File: config.mk
export PLATFORM = sky130hd
export DESIGN_NAME = knxnet_ip_frame_deframer
export DESIGN_NICKNAME = d
export VERILOG_FILES = /design/src/rtl/kipd_pkg.sv /design/src/rtl/knxnet_ip_frame_deframer.sv /design/src/rtl/kipd_in_stage.sv /design/src/rtl/kipd_frame_core.sv /design/src/rtl/kipd_out_stage.sv
export SDC_FILE = /design/constraint.sdc
export NUM_CORES = 1
export LEC_CHECK = 0
export ABC_AREA = 0
export BUFFER_PORTS_ARGS = -buffer_cell sky130_fd_sc_hd__clkbuf_2
export CAP_MARGIN = 20
export CORE_MARGIN = 2
export CORE_UTILIZATION = 63
export CTS_CLUSTER_SIZE = 20
export DETAILED_ROUTE_END_ITERATION = 10
export GPL_ROUTABILITY_DRIVEN = 0
export GPL_TIMING_DRIVEN = 0
export PLACE_DENSITY_LB_ADDON = 0.25
export SLEW_MARGIN = 10
export SYNTH_ARGS = -nofsm -noshare
export SYNTH_HDL_FRONTEND = slang
export SYNTH_SLANG_ARGS = --single-unit
File: constraint.sdc
create_clock -name clk -period 8.6 [get_ports clk]
set_input_delay 1.72 -clock clk [delete_from_list [all_inputs] [get_ports clk]]
set_output_delay 1.72 -clock clk [all_outputs]
set_load 0.01 [all_outputs]
File: src/rtl/kipd_pkg.sv
// Package for the KNXnet/IP frame deframer: item and result types,
// status codes and header constants. No dependencies.
package kipd_pkg;

  localparam logic [15:0] HDR_SIZE      = 16'd6;
  localparam logic [7:0]  PROTO_VERSION = 8'h10;
  localparam logic [15:0] MAX_LEN_RESET = 16'd512;

  typedef enum logic [2:0] {
    ST_IN_FRAME   = 3'd0,
    ST_COMPLETE   = 3'd1,
    ST_MALFORMED  = 3'd2,
    ST_BAD_LENGTH = 3'd3,
    ST_REJECTED   = 3'd4,
    ST_CLEARED    = 3'd5
  } status_t;

  typedef enum logic {
    FUNC_PUSH  = 1'b0,
    FUNC_CLEAR = 1'b1
  } func_t;

  typedef struct packed {
    func_t      func;
    logic [7:0] data;
  } item_t;

  typedef struct packed {
    logic [7:0]  data;
    logic [15:0] offset;
    status_t     status;
    logic [15:0] length;
  } result_t;

endpackage

File: src/rtl/knxnet_ip_frame_deframer.sv
// Channel  | Handshake             | Payload
// ---------+-----------------------+------------------------------------------
// input    | in_valid / in_stall   | func, data_in
// output   | out_valid / out_stall | data_out, byte_offset, status, frame_length
// config   | cfg_valid / cfg_ready | max_frame_length
//
// One beat is accepted per cycle while in_stall is low.
// The input register and the result register decouple the two sides, so a
// new beat is taken while a finished result waits. rst is synchronous and
// clears framing state, the fault and sets max_frame_length to 512. A stall on
// the output stalls the input only once both registers are full.
// Top level of the KNXnet/IP frame deframer; uses kipd_pkg, kipd_in_stage,
// kipd_frame_core and kipd_out_stage.
module knxnet_ip_frame_deframer (
  input  logic        clk,
  input  logic        rst,
  input  logic        in_valid,
  output logic        in_stall,
  input  logic        func,
  input  logic [7:0]  data_in,
  output logic        out_valid,
  input  logic        out_stall,
  output logic [7:0]  data_out,
  output logic [15:0] byte_offset,
  output logic [2:0]  status,
  output logic [15:0] frame_length,
  input  logic        cfg_valid,
  output logic        cfg_ready,
  input  logic [15:0] max_frame_length
);
  import kipd_pkg::*;

  item_t   in_item;
  item_t   item;
  result_t result;
  result_t out_result;
  logic    take;
  logic    fire;

  assign in_item.func = func_t'(func);
  assign in_item.data = data_in;
  assign cfg_ready    = 1'b1;

  kipd_in_stage u_in (
    .clk      (clk),
    .rst      (rst),
    .in_valid (in_valid),
    .in_stall (in_stall),
    .in_item  (in_item),
    .take     (take),
    .fire     (fire),
    .item     (item)
  );

  kipd_frame_core u_core (
    .clk      (clk),
    .rst      (rst),
    .cfg_we   (cfg_valid & cfg_ready),
    .cfg_data (max_frame_length),
    .fire     (fire),
    .item     (item),
    .result   (result)
  );

  kipd_out_stage u_out (
    .clk        (clk),
    .rst        (rst),
    .fire       (fire),
    .result     (result),
    .take       (take),
    .out_valid  (out_valid),
    .out_stall  (out_stall),
    .out_result (out_result)
  );

  assign data_out     = out_result.data;
  assign byte_offset  = out_result.offset;
  assign status       = out_result.status;
  assign frame_length = out_result.length;

endmodule

File: src/rtl/kipd_in_stage.sv
// Input register of the deframer: holds one accepted beat until the
// result stage can take it. Depends on kipd_pkg.
module kipd_in_stage (
  input  logic            clk,
  input  logic            rst,
  input  logic            in_valid,
  output logic            in_stall,
  input  kipd_pkg::item_t in_item,
  input  logic            take,
  output logic            fire,
  output kipd_pkg::item_t item
);
  import kipd_pkg::*;

  logic held;

  assign fire     = held & take;
  assign in_stall = held & ~take;

  always_ff @(posedge clk) begin
    if (rst) begin
      held <= 1'b0;
    end else if (in_valid && !in_stall) begin
      held <= 1'b1;
    end else if (fire) begin
      held <= 1'b0;
    end
  end

  always_ff @(posedge clk) begin
    if (in_valid && !in_stall) begin
      item <= in_item;
    end
  end

endmodule

File: src/rtl/kipd_frame_core.sv
// Framing state, header checks and result formation for one beat.
// Depends on kipd_pkg.
module kipd_frame_core (
  input  logic              clk,
  input  logic              rst,
  input  logic              cfg_we,
  input  logic [15:0]       cfg_data,
  input  logic              fire,
  input  kipd_pkg::item_t   item,
  output kipd_pkg::result_t result
);
  import kipd_pkg::*;

  typedef enum logic [1:0] {
    FAULT_NONE      = 2'd0,
    FAULT_MALFORMED = 2'd1,
    FAULT_LENGTH    = 2'd2
  } fault_t;

  logic [15:0] max_len;
  logic [15:0] position, position_next;
  logic [7:0]  hdr_size, hdr_size_next;
  logic [7:0]  version, version_next;
  logic [7:0]  length_high, length_high_next;
  logic [15:0] total_length, total_length_next;
  fault_t      fault, fault_next;

  logic [15:0] total;
  logic        bad;
  logic [16:0] off_inc;

  assign total   = {length_high, item.data};
  assign bad     = (hdr_size != HDR_SIZE[7:0]) || (version != PROTO_VERSION) ||
                   (total < HDR_SIZE);
  assign off_inc = {1'b0, position} + 17'd1;

  always_comb begin
    position_next     = position;
    hdr_size_next     = hdr_size;
    version_next      = version;
    length_high_next  = length_high;
    total_length_next = total_length;
    fault_next        = fault;
    result.data       = item.data;
    result.offset     = position;
    result.status     = ST_IN_FRAME;
    result.length     = 16'd0;

    if (item.func == FUNC_CLEAR) begin
      position_next     = 16'd0;
      hdr_size_next     = 8'd0;
      version_next      = 8'd0;
      length_high_next  = 8'd0;
      total_length_next = 16'd0;
      fault_next        = FAULT_NONE;
      result.data       = 8'd0;
      result.offset     = 16'd0;
      result.status     = ST_CLEARED;
    end else if (fault != FAULT_NONE) begin
      result.offset = 16'd0;
      result.status = ST_REJECTED;
    end else if (position < HDR_SIZE - 16'd1) begin
      if (position == 16'd0) hdr_size_next = item.data;
      else if (position == 16'd1) version_next = item.data;
      else if (position == 16'd4) length_high_next = item.data;
      position_next = off_inc[15:0];
    end else if (position == HDR_SIZE - 16'd1) begin
      result.length = total;
      if (bad || total > max_len) begin
        fault_next        = bad ? FAULT_MALFORMED : FAULT_LENGTH;
        position_next     = 16'd0;
        total_length_next = 16'd0;
        result.status     = bad ? ST_MALFORMED : ST_BAD_LENGTH;
      end else if (total == HDR_SIZE) begin
        position_next     = 16'd0;
        total_length_next = 16'd0;
        result.status     = ST_COMPLETE;
      end else begin
        total_length_next = total;
        position_next     = HDR_SIZE;
      end
    end else begin
      // Payload beat: the frame ends once the next offset reaches the total.
      result.length = total_length;
      if (off_inc >= {1'b0, total_length}) begin
        position_next     = 16'd0;
        total_length_next = 16'd0;
        result.status     = ST_COMPLETE;
      end else begin
        position_next = off_inc[15:0];
      end
    end
  end

  always_ff @(posedge clk) begin
    if (rst) begin
      max_len      <= MAX_LEN_RESET;
      position     <= 16'd0;
      hdr_size     <= 8'd0;
      version      <= 8'd0;
      length_high  <= 8'd0;
      total_length <= 16'd0;
      fault        <= FAULT_NONE;
    end else begin
      if (cfg_we) begin
        max_len <= cfg_data;
      end
      if (fire) begin
        position     <= position_next;
        hdr_size     <= hdr_size_next;
        version      <= version_next;
        length_high  <= length_high_next;
        total_length <= total_length_next;
        fault        <= fault_next;
      end
    end
  end

  // A latched fault always leaves the framing position at the frame start.
  a_fault_pos: assert property (@(posedge clk) disable iff (rst)
    (fault != FAULT_NONE) |-> (position == 16'd0))
    else $error("fault latched with nonzero position");

  // The frame length is known exactly while the position is past the header.
  a_len_known: assert property (@(posedge clk) disable iff (rst)
    (position < HDR_SIZE) == (total_length == 16'd0))
    else $error("frame length and position disagree");

  a_pos_bound: assert property (@(posedge clk) disable iff (rst)
    (position >= HDR_SIZE) |-> (position < total_length))
    else $error("position ran past the frame length");

  // A clear beat leaves no fault behind.
  a_clear: assert property (@(posedge clk) disable iff (rst)
    (fire && item.func == FUNC_CLEAR) |=> (fault == FAULT_NONE && position == 16'd0))
    else $error("clear did not reset framing state");

endmodule

File: src/rtl/kipd_out_stage.sv
// Result register of the deframer, held while the receiver stalls.
// Depends on kipd_pkg.
module kipd_out_stage (
  input  logic              clk,
  input  logic              rst,
  input  logic              fire,
  input  kipd_pkg::result_t result,
  output logic              take,
  output logic              out_valid,
  input  logic              out_stall,
  output kipd_pkg::result_t out_result
);
  import kipd_pkg::*;

  assign take = ~out_valid | ~out_stall;

  always_ff @(posedge clk) begin
    if (rst) begin
      out_valid <= 1'b0;
    end else if (fire) begin
      out_valid <= 1'b1;
    end else if (!out_stall) begin
      out_valid <= 1'b0;
    end
  end

  always_ff @(posedge clk) begin
    if (fire) begin
      out_result <= result;
    end
  end

endmodule

==> results.yml, run 1 <==
synth:
  seq_area_frac_synth_pct: 49.7
  synthArstFlopShare_pct: 0
  synth_area_per_cell_um2: 9.96
  synth_area_um2: 6210
  ys_warn_count: 0
  synth_edf_count: 52
  syn_inst: 623
  ys_ff_latch: 128
  synth-main-ff-cell: "dfxtp_1"
  synthesis.nets: 689
  ys_types: 60
clock_network:
  cts_tree: "done"
  cts_sinks: 128
  holdBufCountCts: 0
  clk_pin_slew_ns: 0.06
  numCtsBuffers: 17
  h-tree-depth: 4
  cts.repair.resized: 0
  cts_buffer_depth: 2
  insertion_delay_ns: 0.53
  cts_setup_buffers: 0
  cts-root-buf: "clkbuf_8"
worst_hold_path:
  hold_depth: 2
  hold_class: "flip-flop to flip-flop"
  hold_end: "u_core.position[15]$_SDFFE_PP0P_"
  min-delay-start: "u_core.position[15]$_SDFFE_PP0P_"
floorplanning:
  start_util_pct: 64.1
  core-area_um2: 9680
  rows: 36
  dieArea_um2: 10700
  pin_count: 76
  die_w_um: 103
  fp.dieH_um: 103
timing:
  fin_crit_ns: 3.98
  worstMarginPinSlew_ns: 1.01
  rsz0062_at_grt: "no"
  max_clock_freq_ghz: 0.251
  post-route-period-util_pct: 46.2
  finalHoldViolCount: 0
  slew_viol_final: 0
  setup_violations: 0
  skew_ns: 0.00926
  finalSetupTns_ns: 0
  relSlewSlack_pct: 32.0
power_and_ir_drop:
  p_leak_nw: 3.04
  p_per_area_nw_per_um2: 196
  vdd_ir_drop_max_v: 0.000134
setup_path:
  start_kind: "input port"
  r2r-end: "u_core.total_length[6]$_SDFFE_PP0P_"
  crit_buf_inv: 3
  arrival_ns: 4.40
  path_class: "input port to flip-flop"
  r2r_start: "u_core.position[0]$_SDFFE_PP0P_"
  cp_max_fo: 27
  worst-path-stages: 9
  crit_slowest_cell: "a21boi_4"
  crit_family: "compound AO/OA/AOI/OAI gates"
  r2r_slack_ns: 4.71
  required_ns: 9.02
  rr_worst_depth: 14
  crit_chain: "clkbuf_2 -> a21boi_4 -> buf_16 -> o21ai_1 -> a31oi_1 -> o31a_1 -> buf_2 -> nor3_1 -> a31o_2"
  max_stage_delay_ns: 0.68
  worstSetupEndpointType: "flip-flop"
outcome:
  status: "finished, final reports clean"
detailed_routing:
  postRouteWirelength_um: 14300
  vias: 4909
  drtPass1Iterations: 5
  viasPerCell: 5.69
  wire_per_inst_um: 16.6
  drc: 0
  ant_nets: 0
  drtIter0Drc: 289
finish:
  diodes: 0
  fillerInstances: 693
  area_growth_pct: 18.1
  final_cell_mix: "nor2_1 (97), dfxtp_1 (76), clkbuf_2 (73)"
  fin_nets: 782
  final_common_cell: "nor2_1"
  stdcell_area_um2: 7330
  drive_gt1_share_pct: 20.0
place:
  io_buffers: 73
  placed_area_um2: 6780
  hpwl_um: 10300
global_routing:
  grt_first_pass_wirelength_um: 22800
  gr-usage-all-layers_pct: 28.5
  overflow: 0
  grt_max_degree: 28
  antenna_found_initial: 0
  grt_pass1_vias: 4625
flow_run:
  maxCapViolCount: 0
-- state kept, by name, summed over array words and instances, names as in the netlist, 2 cells and up --
register,cells
u_core.fault,2
u_core.hdr_size,8
u_core.length_high,8
u_core.max_len,16
u_core.position,16
u_core.total_length,16
u_core.version,8
u_in.item,9
u_out.out_result,43
-- through the flow --
step / hold slack, ns / setup slack [ns] / instances / total power, W / util, %
after floorplan: 0.444 / 2.64 / 623 / 0.000739 / -
after global placement: 0.456 / 0.831 / 829 / 0.000772 / 69.6
after detailed placement: 0.476 / 4.16 / 830 / 0.000778 / 70.0
after CTS: 0.489 / 4.67 / 862 / 0.00144 / 75.7
after global routing: 0.518 / 4.34 / 862 / 0.00148 / 75.7
final: 0.493 / 4.62 / 862 / 0.00144 / 75.7
-- cells by family after synthesis --
kind of cell	Yosys count	share of synthesized area (%)
buf+inv	68	4.82
simple gates	240	19.8
flops	128	49.7
mux	39	6.29
other cells	1	0.0604
xor+xnor	11	1.55
fa+ha+maj	36	7.26
compound gates	100	10.6
-- synthesized netlist by cell type, types with 4 or more instances --
| cell type | number | area (um^2) |
|---|---|---|
| a21oi_1 | 45 | 225 |
| a31o_2 | 14 | 123 |
| a31oi_1 | 4 | 25.0 |
| and2_1 | 15 | 93.8 |
| buf_2 | 5 | 25.0 |
| buf_6 | 4 | 45.0 |
| clkbuf_1 | 16 | 60.1 |
| dfxtp_1 | 76 | 1520 |
| edfxtp_1 | 52 | 1560 |
| ha_1 | 36 | 450 |
| inv_1 | 41 | 154 |
| mux2i_1 | 39 | 390 |
| nand2_1 | 33 | 124 |
| nand2b_1 | 10 | 62.6 |
| nand3_1 | 9 | 45.0 |
| nand4_1 | 9 | 56.3 |
| nor2_1 | 97 | 364 |
| nor2b_1 | 11 | 68.8 |
| nor3_1 | 23 | 115 |
| o21ai_0 | 6 | 30.0 |
| o21bai_1 | 5 | 37.5 |
| or2_2 | 4 | 25.0 |
| xnor2_1 | 6 | 52.6 |
| xor2_1 | 5 | 43.8 |
-- worst max path at each step --
| stage | start | endpoint | slack [ns] |
|---|---|---|---|
| 3_5_place_dp | out_stall | u_core.total_length[14]$_SDFFE_PP0P_ | 4.16 |
| 4_1_cts | out_stall | in_stall | 4.67 |
| 6_report | out_stall | u_core.total_length[13]$_SDFFE_PP0P_ | 4.62 |
| 5_1_grt | u_core.position[0]$_SDFFE_PP0P_ | u_core.total_length[6]$_SDFFE_PP0P_ | 4.34 |
| 3_3_place_gp | out_stall | u_core.total_length[14]$_SDFFE_PP0P_ | 0.83 |
| 2_1_floorplan | out_stall | u_core.total_length[10]$_SDFFE_PP0P_ | 2.64 |
-- worst min-delay path: cells and delay by family, from the launching register on --
kind            cells  cell delay [ns]
flops               1             0.33
simple gates        1             0.06
compound gates      1             0.05
-- power breakdown --
| part | total [W] | leakage (nW) | internal, W | switching, W |
|---|---|---|---|---|
| clock | 0.000668 | 0.272 | 0.000399 | 0.000269 |
| sequential | 0.000665 | 1.11 | 0.000652 | 0.0000132 |
| combinational | 0.000103 | 1.66 | 0.0000408 | 0.0000618 |
| total | 0.00144 | 3.04 | 0.00109 | 0.000344 |
-- layout make-up --
cell class | instances | area (um^2) | area share, %
sequential | 128 | 3080 | 42.0
multi-input combinational | 427 | 2840 | 38.7
clock buffer | 20 | 445 | 6.08
timing repair buffer | 74 | 393 | 5.36
tap | 133 | 166 | 2.27
inverter | 41 | 154 | 2.10
buffer | 27 | 145 | 1.98
clock inverter | 12 | 110 | 1.50
-- layer usage --
metal	GRT usage, %	share of wire [%]
met3	6.72	6.3
met4	10.7	2.3
met5	0	0
met1	36.2	43
met2	47.7	49
(Power assumes the default switching activity.)
==> inputs of run 2 (changes only) <==
Settings changed: ABC_AREA 0 to 1, CORE_UTILIZATION 63 to 59.
Clock period 8.6 ns to 4.1 ns, I/O delays scaled along.
==> results.yml, run 2 <==
clock_network:
  clk_pin_slew_ns: 0.06
  cts_tree: "done"
  cts_setup_buffers: 0
  numCtsBuffers: 17
  cts-root-buf: "clkbuf_16"
  cts_buffer_depth: 2
  cts_sinks: 128
  h-tree-depth: 4
  cts.repair.resized: 0
  insertion_delay_ns: 0.43
  holdBufCountCts: 0
setup_path:
  path_class: "flip-flop to flip-flop"
  start_kind: "flip-flop"
  required_ns: 4.45
  cp_max_fo: 10
  arrival_ns: 3.58
  worstSetupEndpointType: "flip-flop"
power_and_ir_drop:
  power_w: 0.00336
  p_int_w: 0.00251
  p_seq_share_pct: 42.4
  vdd_ir_drop_max_v: 0.000320
  p_per_area_nw_per_um2: 427
  swShare_pct: 25.4
  power_frac_comb_pct: 11.4
  p_leak_nw: 3.50
  p_sw_w: 0.000854
  pwr-share-clk_pct: 46.2
detailed_routing:
  drc: 0
  wire_per_inst_um: 14.4
  drtIter0Drc: 413
  drtPass1Iterations: 5
  viasPerCell: 5.25
  ant_nets: 0
  vias: 5720
  postRouteWirelength_um: 15700
synth:
  synthTopCellsByCount: "nand2_1 (170), nor2_1 (134), inv_1 (114)"
  synthesis.nets: 909
  syn_inst: 843
  synth.most_common_cell: "nand2_1"
  synth_edf_count: 52
  seq_area_frac_synth_pct: 46.0
  synth_top_cell_by_area: "edfxtp_1"
  synthArstFlopShare_pct: 0
  ys_ff_latch: 128
  ys_warn_count: 0
  synth_area_um2: 6700
  netlist_top_cells_area: "edfxtp_1 (23%), dfxtp_1 (23%), nand2_1 (9.5%)"
  synth-main-ff-cell: "dfxtp_1"
  ys_types: 38
  synth_area_per_cell_um2: 7.94
  synth_top_area_share_pct: 23.3
place:
  io_buffers: 74
  hpwl_um: 11200
  numPlacedInstances: 1058
global_routing:
  grt_first_pass_wirelength_um: 25800
  gr-usage-all-layers_pct: 26.4
  overflow: 0
  grt_pass1_vias: 5476
  antenna_found_initial: 0
  grt_max_degree: 36
floorplanning:
  rows: 38
  dieArea_um2: 12200
  fp.dieH_um: 111
  die_w_um: 111
  start_util_pct: 61.2
  core-area_um2: 10900
  pin_count: 76
flow_run:
  maxCapViolCount: 0
timing:
  fin_crit_ns: 3.23
  skew_ns: 0.00887
  max_clock_freq_ghz: 0.310
  relSlewSlack_pct: 47.0
  slew_viol_final: 0
  setup_violations: 0
  worstMarginPinSlew_ns: 0.795
  finalSetupTns_ns: 0
  rsz0062_at_grt: "no"
  hold_ws_ns: 0.458
  post-route-period-util_pct: 78.8
  finalHoldViolCount: 0
finish:
  final_common_cell: "nand2_1"
  drive_gt1_share_pct: 18.0
  final_util_pct: 72.0
  largest_register_ffs: 43
  fin_nets: 1003
  fin_cells: 1090
  final_cell_mix: "nand2_1 (170), nor2_1 (134), inv_1 (113)"
  diodes: 0
  regMostFlops: "u_out.out_result"
  area_growth_pct: 17.7
worst_hold_path:
  hold_class: "flip-flop to flip-flop"
outcome:
  status: "finished, final reports clean"
-- run 2: cell count changes in the layout (fill, tap and decap cells not counted), sizes merged, moves of 34 or more --
cell	change
nor2	+41
nand2	+144
o21ai	+36
a21oi	+34
inv	+86
mux2i	-39
-- run 2: cells by family after synthesis --
logic type               synth area share, %
AND/OR/NAND/NOR                         25.4
buffers and inverters                   9.57
flip-flops                              46.0
AO/OA/AOI/OAI                           10.3
adder cells (fa/ha/maj)                 6.73
XOR/XNOR                                1.83
other                                 0.0560
-- run 2: final timing paths --
path / from / endpoint / slack, ns / cells past startpoint
min: u_core.max_len[4]$_SDFFE_PP0P_ / u_core.max_len[4]$_SDFFE_PP0P_ / 0.46 / 2
max reg2reg: u_core.position[0]$_SDFFE_PP0P_ / u_core.total_length[8]$_SDFFE_PP0P_ / 0.87 / 20
max: u_core.position[0]$_SDFFE_PP0P_ / u_core.total_length[8]$_SDFFE_PP0P_ / 0.87 / 20
min reg2reg: u_core.max_len[4]$_SDFFE_PP0P_ / u_core.max_len[4]$_SDFFE_PP0P_ / 0.46 / 2
-- run 2: power by group through the flow --
stage / sequential [W] / clock (W) / combinational (W)
2_1_floorplan: 0.00145 / 0 / 0.000267
6_report: 0.00143 / 0.00155 / 0.000383
5_1_grt: 0.00143 / 0.00160 / 0.000437
3_5_place_dp: 0.00145 / 0 / 0.000376
4_1_cts: 0.00143 / 0.00156 / 0.000383
3_3_place_gp: 0.00145 / 0 / 0.000365
-- run 2: through the flow --
stage | instance area (um^2) | setup slack, ns
after floorplan | 6700 | 1.39
after global placement | 7240 | 0.938
after detailed placement | 7260 | 0.951
after CTS | 7880 | 0.913
after global routing | 7880 | 0.590
final | 7880 | 0.870
-- run 2: layout make-up --
class                           count  area [um^2]
Fill cell                         878         3060
Timing Repair Buffer               75          390
Sequential cell                   128         3080
Clock inverter                     11          124
Tap cell                          140          175
Clock buffer                       21          493
Inverter                          127          479
Multi-Input combinational cell    562         2970
Buffer                             26          161
-- run 2: layer usage --
metal	global-route usage (%)	vias to the layer above	share of wire, %
li1	-	2897	-
met1	31.2	2624	42
met2	46.7	165	50
met3	6.09	34	5.9
met4	9.58	0	2.3
met5	0	-	0
-- run 2: critical path, stage by stage, from the launching register on --
cell,delay [ns]
dfxtp_1,0.40
inv_1,0.16
nor3_2,0.36
nand3_1,0.19
nor2_1,0.16
xor2_1,0.15
inv_1,0.09
ha_1,0.30
nand2_1,0.07
nor2_1,0.10
nand2_1,0.07
nor2_1,0.15
nand2_1,0.07
nor2_1,0.16
nor2_4,0.06
nand4_2,0.09
nand3_4,0.12
buf_6,0.16
nand2_1,0.08
nand2_1,0.07
nor2_1,0.14
==> inputs of run 3 (changes only) <==
Settings changed: ABC_AREA 1 to 0, CORE_UTILIZATION 59 to 58.
Clock period 4.1 ns to 3 ns, I/O delays scaled along.
==> results.yml, run 3 (synthesis gave the netlist of run 1 again) <==
setup_path:
  r2r_start: "u_core.position[0]$_SDFFE_PP0P_"
  start_kind: "flip-flop"
  r2r_slack_ns: -0.19
  r2r-end: "u_core.total_length[6]$_SDFFE_PP0P_"
  cp_max_fo: 10
  arrival_ns: 3.61
  path_class: "flip-flop to flip-flop"
  worstSetupEndpointType: "flip-flop"
  rr_worst_depth: 15
  required_ns: 3.42
clock_network:
  clk_pin_slew_ns: 0.06
  h-tree-depth: 4
  cts_tree: "done"
  cts-root-buf: "clkbuf_8"
  cts_sinks: 128
  numCtsBuffers: 17
  cts_buffer_depth: 2
  insertion_delay_ns: 0.53
floorplanning:
  core-area_um2: 10400
  dieArea_um2: 11500
  rows: 37
  pin_count: 76
  start_util_pct: 59.8
  die_w_um: 107
  fp.dieH_um: 107
finish:
  fillerInstances: 671
  largest_register_ffs: 43
  stdcell_area_um2: 7920
  fin_nets: 811
  diodes: 0
  regMostFlops: "u_out.out_result"
  final_cell_mix: "nor2_1 (92), clkbuf_2 (73), dfxtp_1 (65)"
  area_growth_pct: 27.6
  layout.area.seq_um2: 3110
  final_common_cell: "nor2_1"
  drive_gt1_share_pct: 28.6
  multi_input_area_um2: 3070
timing:
  setup_violations: 19
  finalWorstSetupSlack_ns: -0.195
  finalHoldViolCount: 0
  fin_crit_ns: 3.19
  slew_viol_final: 0
  skew_ns: 0.00673
  max_clock_freq_ghz: 0.313
  rsz0062_at_grt: "yes"
  worstMarginPinSlew_ns: 0.953
  post-route-period-util_pct: 106
  relSlewSlack_pct: 36.0
power_and_ir_drop:
  vdd_ir_drop_max_v: 0.000381
  power_w: 0.00442
  p_leak_nw: 3.30
  p_per_area_nw_per_um2: 558
place:
  hpwl_um: 10400
  io_buffers: 73
  place_ws_ns: -0.615
  placed_area_um2: 6790
detailed_routing:
  vias: 5186
  drc: 0
  wire_per_inst_um: 17.9
  postRouteWirelength_um: 16000
  ant_nets: 0
  viasPerCell: 5.80
  drtPass1Iterations: 5
  drtIter0Drc: 443
global_routing:
  grt_pass1_vias: 5009
  grt_max_degree: 30
  overflow: 0
  antenna_found_initial: 0
  gr-usage-all-layers_pct: 28.0
  grt_first_pass_wirelength_um: 24400
outcome:
  status: "finished, violations left"
  violations: "negative setup slack"
worst_hold_path:
  hold_depth: 1
  min-delay-start: "data_in[2]"
  hold_end: "u_in.item[2]$_DFFE_PP_"
  hold_class: "input port to flip-flop"
flow_run:
  maxCapViolCount: 0
-- run 3: cell types whose count changed in the layout (fill, tap and decap cells not counted), moves of 24 or more --
| cell | delta |
|---|---|
| buf_4 | +30 |
| nand2_1 | -139 |
| nor2_1 | -42 |
| a21oi_1 | -24 |
| o21ai_0 | -33 |
| mux2i_1 | +39 |
| inv_1 | -72 |
-- run 3: power breakdown --
part / leakage [nW] / switching (W) / internal, W
clock: 0.303 / 0.000772 / 0.00143
combinational: 1.88 / 0.000191 / 0.000132
sequential: 1.12 / 0.0000372 / 0.00186
-- run 3: worst max-delay path, cell delays in order, from the launching register on --
cell      delay, ns
dfxtp_4        0.37
ha_4           0.15
nand3_4        0.09
buf_4          0.16
nor2_4         0.07
nand2_1        0.08
and2_1         0.20
or2_4          0.28
ha_4           0.22
a21oi_1        0.14
o21ai_2        0.09
a221oi_4       0.30
a21boi_2       0.10
o31a_1         0.36
buf_4          0.22
a31o_2         0.24
-- run 3: per-stage QoR --
step	TNS (ns)	hold slack [ns]	cells	utilization [%]
6_report	-2.65	0.241	894	76.4
5_1_grt	-6.24	0.228	894	76.4
4_1_cts	-0.798	0.230	883	74.3
3_5_place_dp	-17.30	0.477	833	65.5
3_3_place_gp	-29.54	0.458	832	65.3
2_1_floorplan	0	0.445	623	-
-- run 3: how the worst max path moves through the flow --
| stage | startpoint | endpoint | cells after the start |
|---|---|---|---|
| 6_report | u_core.position[0]$_SDFFE_PP0P_ | u_core.total_length[6]$_SDFFE_PP0P_ | 15 |
| 3_5_place_dp | u_core.position[7]$_SDFFE_PP0P_ | u_core.total_length[5]$_SDFFE_PP0P_ | 13 |
| 2_1_floorplan | out_stall | u_core.total_length[10]$_SDFFE_PP0P_ | 7 |
| 3_3_place_gp | out_stall | u_core.total_length[14]$_SDFFE_PP0P_ | 8 |
| 5_1_grt | u_core.position[0]$_SDFFE_PP0P_ | u_core.total_length[10]$_SDFFE_PP0P_ | 14 |
| 4_1_cts | u_core.position[0]$_SDFFE_PP0P_ | u_core.total_length[12]$_SDFFE_PP0P_ | 14 |
-- run 3: area by class of cell --
| type | count | area share (%) |
|---|---|---|
| clock inverter | 15 | 2.75 |
| tap | 136 | 2.15 |
| timing repair buffer | 105 | 7.90 |
| clock buffer | 17 | 5.23 |
| sequential | 128 | 39.3 |
| buffer | 25 | 1.96 |
| inverter | 41 | 1.94 |
| multi-input combinational | 427 | 38.8 |
-- run 3: what timing repair did --
item,in CTS,in global routing
setup buffers,18,11
pin swaps,10,19
hold buffers,0,0
setup endpoints to repair,33,28
cloned,1,1
gates resized for setup,45,27
-- run 3: layer usage --
metal	share of wire (%)	track usage (%)
met1	40	33.6
met2	49	46.1
met3	6.0	6.11
met4	5.3	16.6
met5	0	0
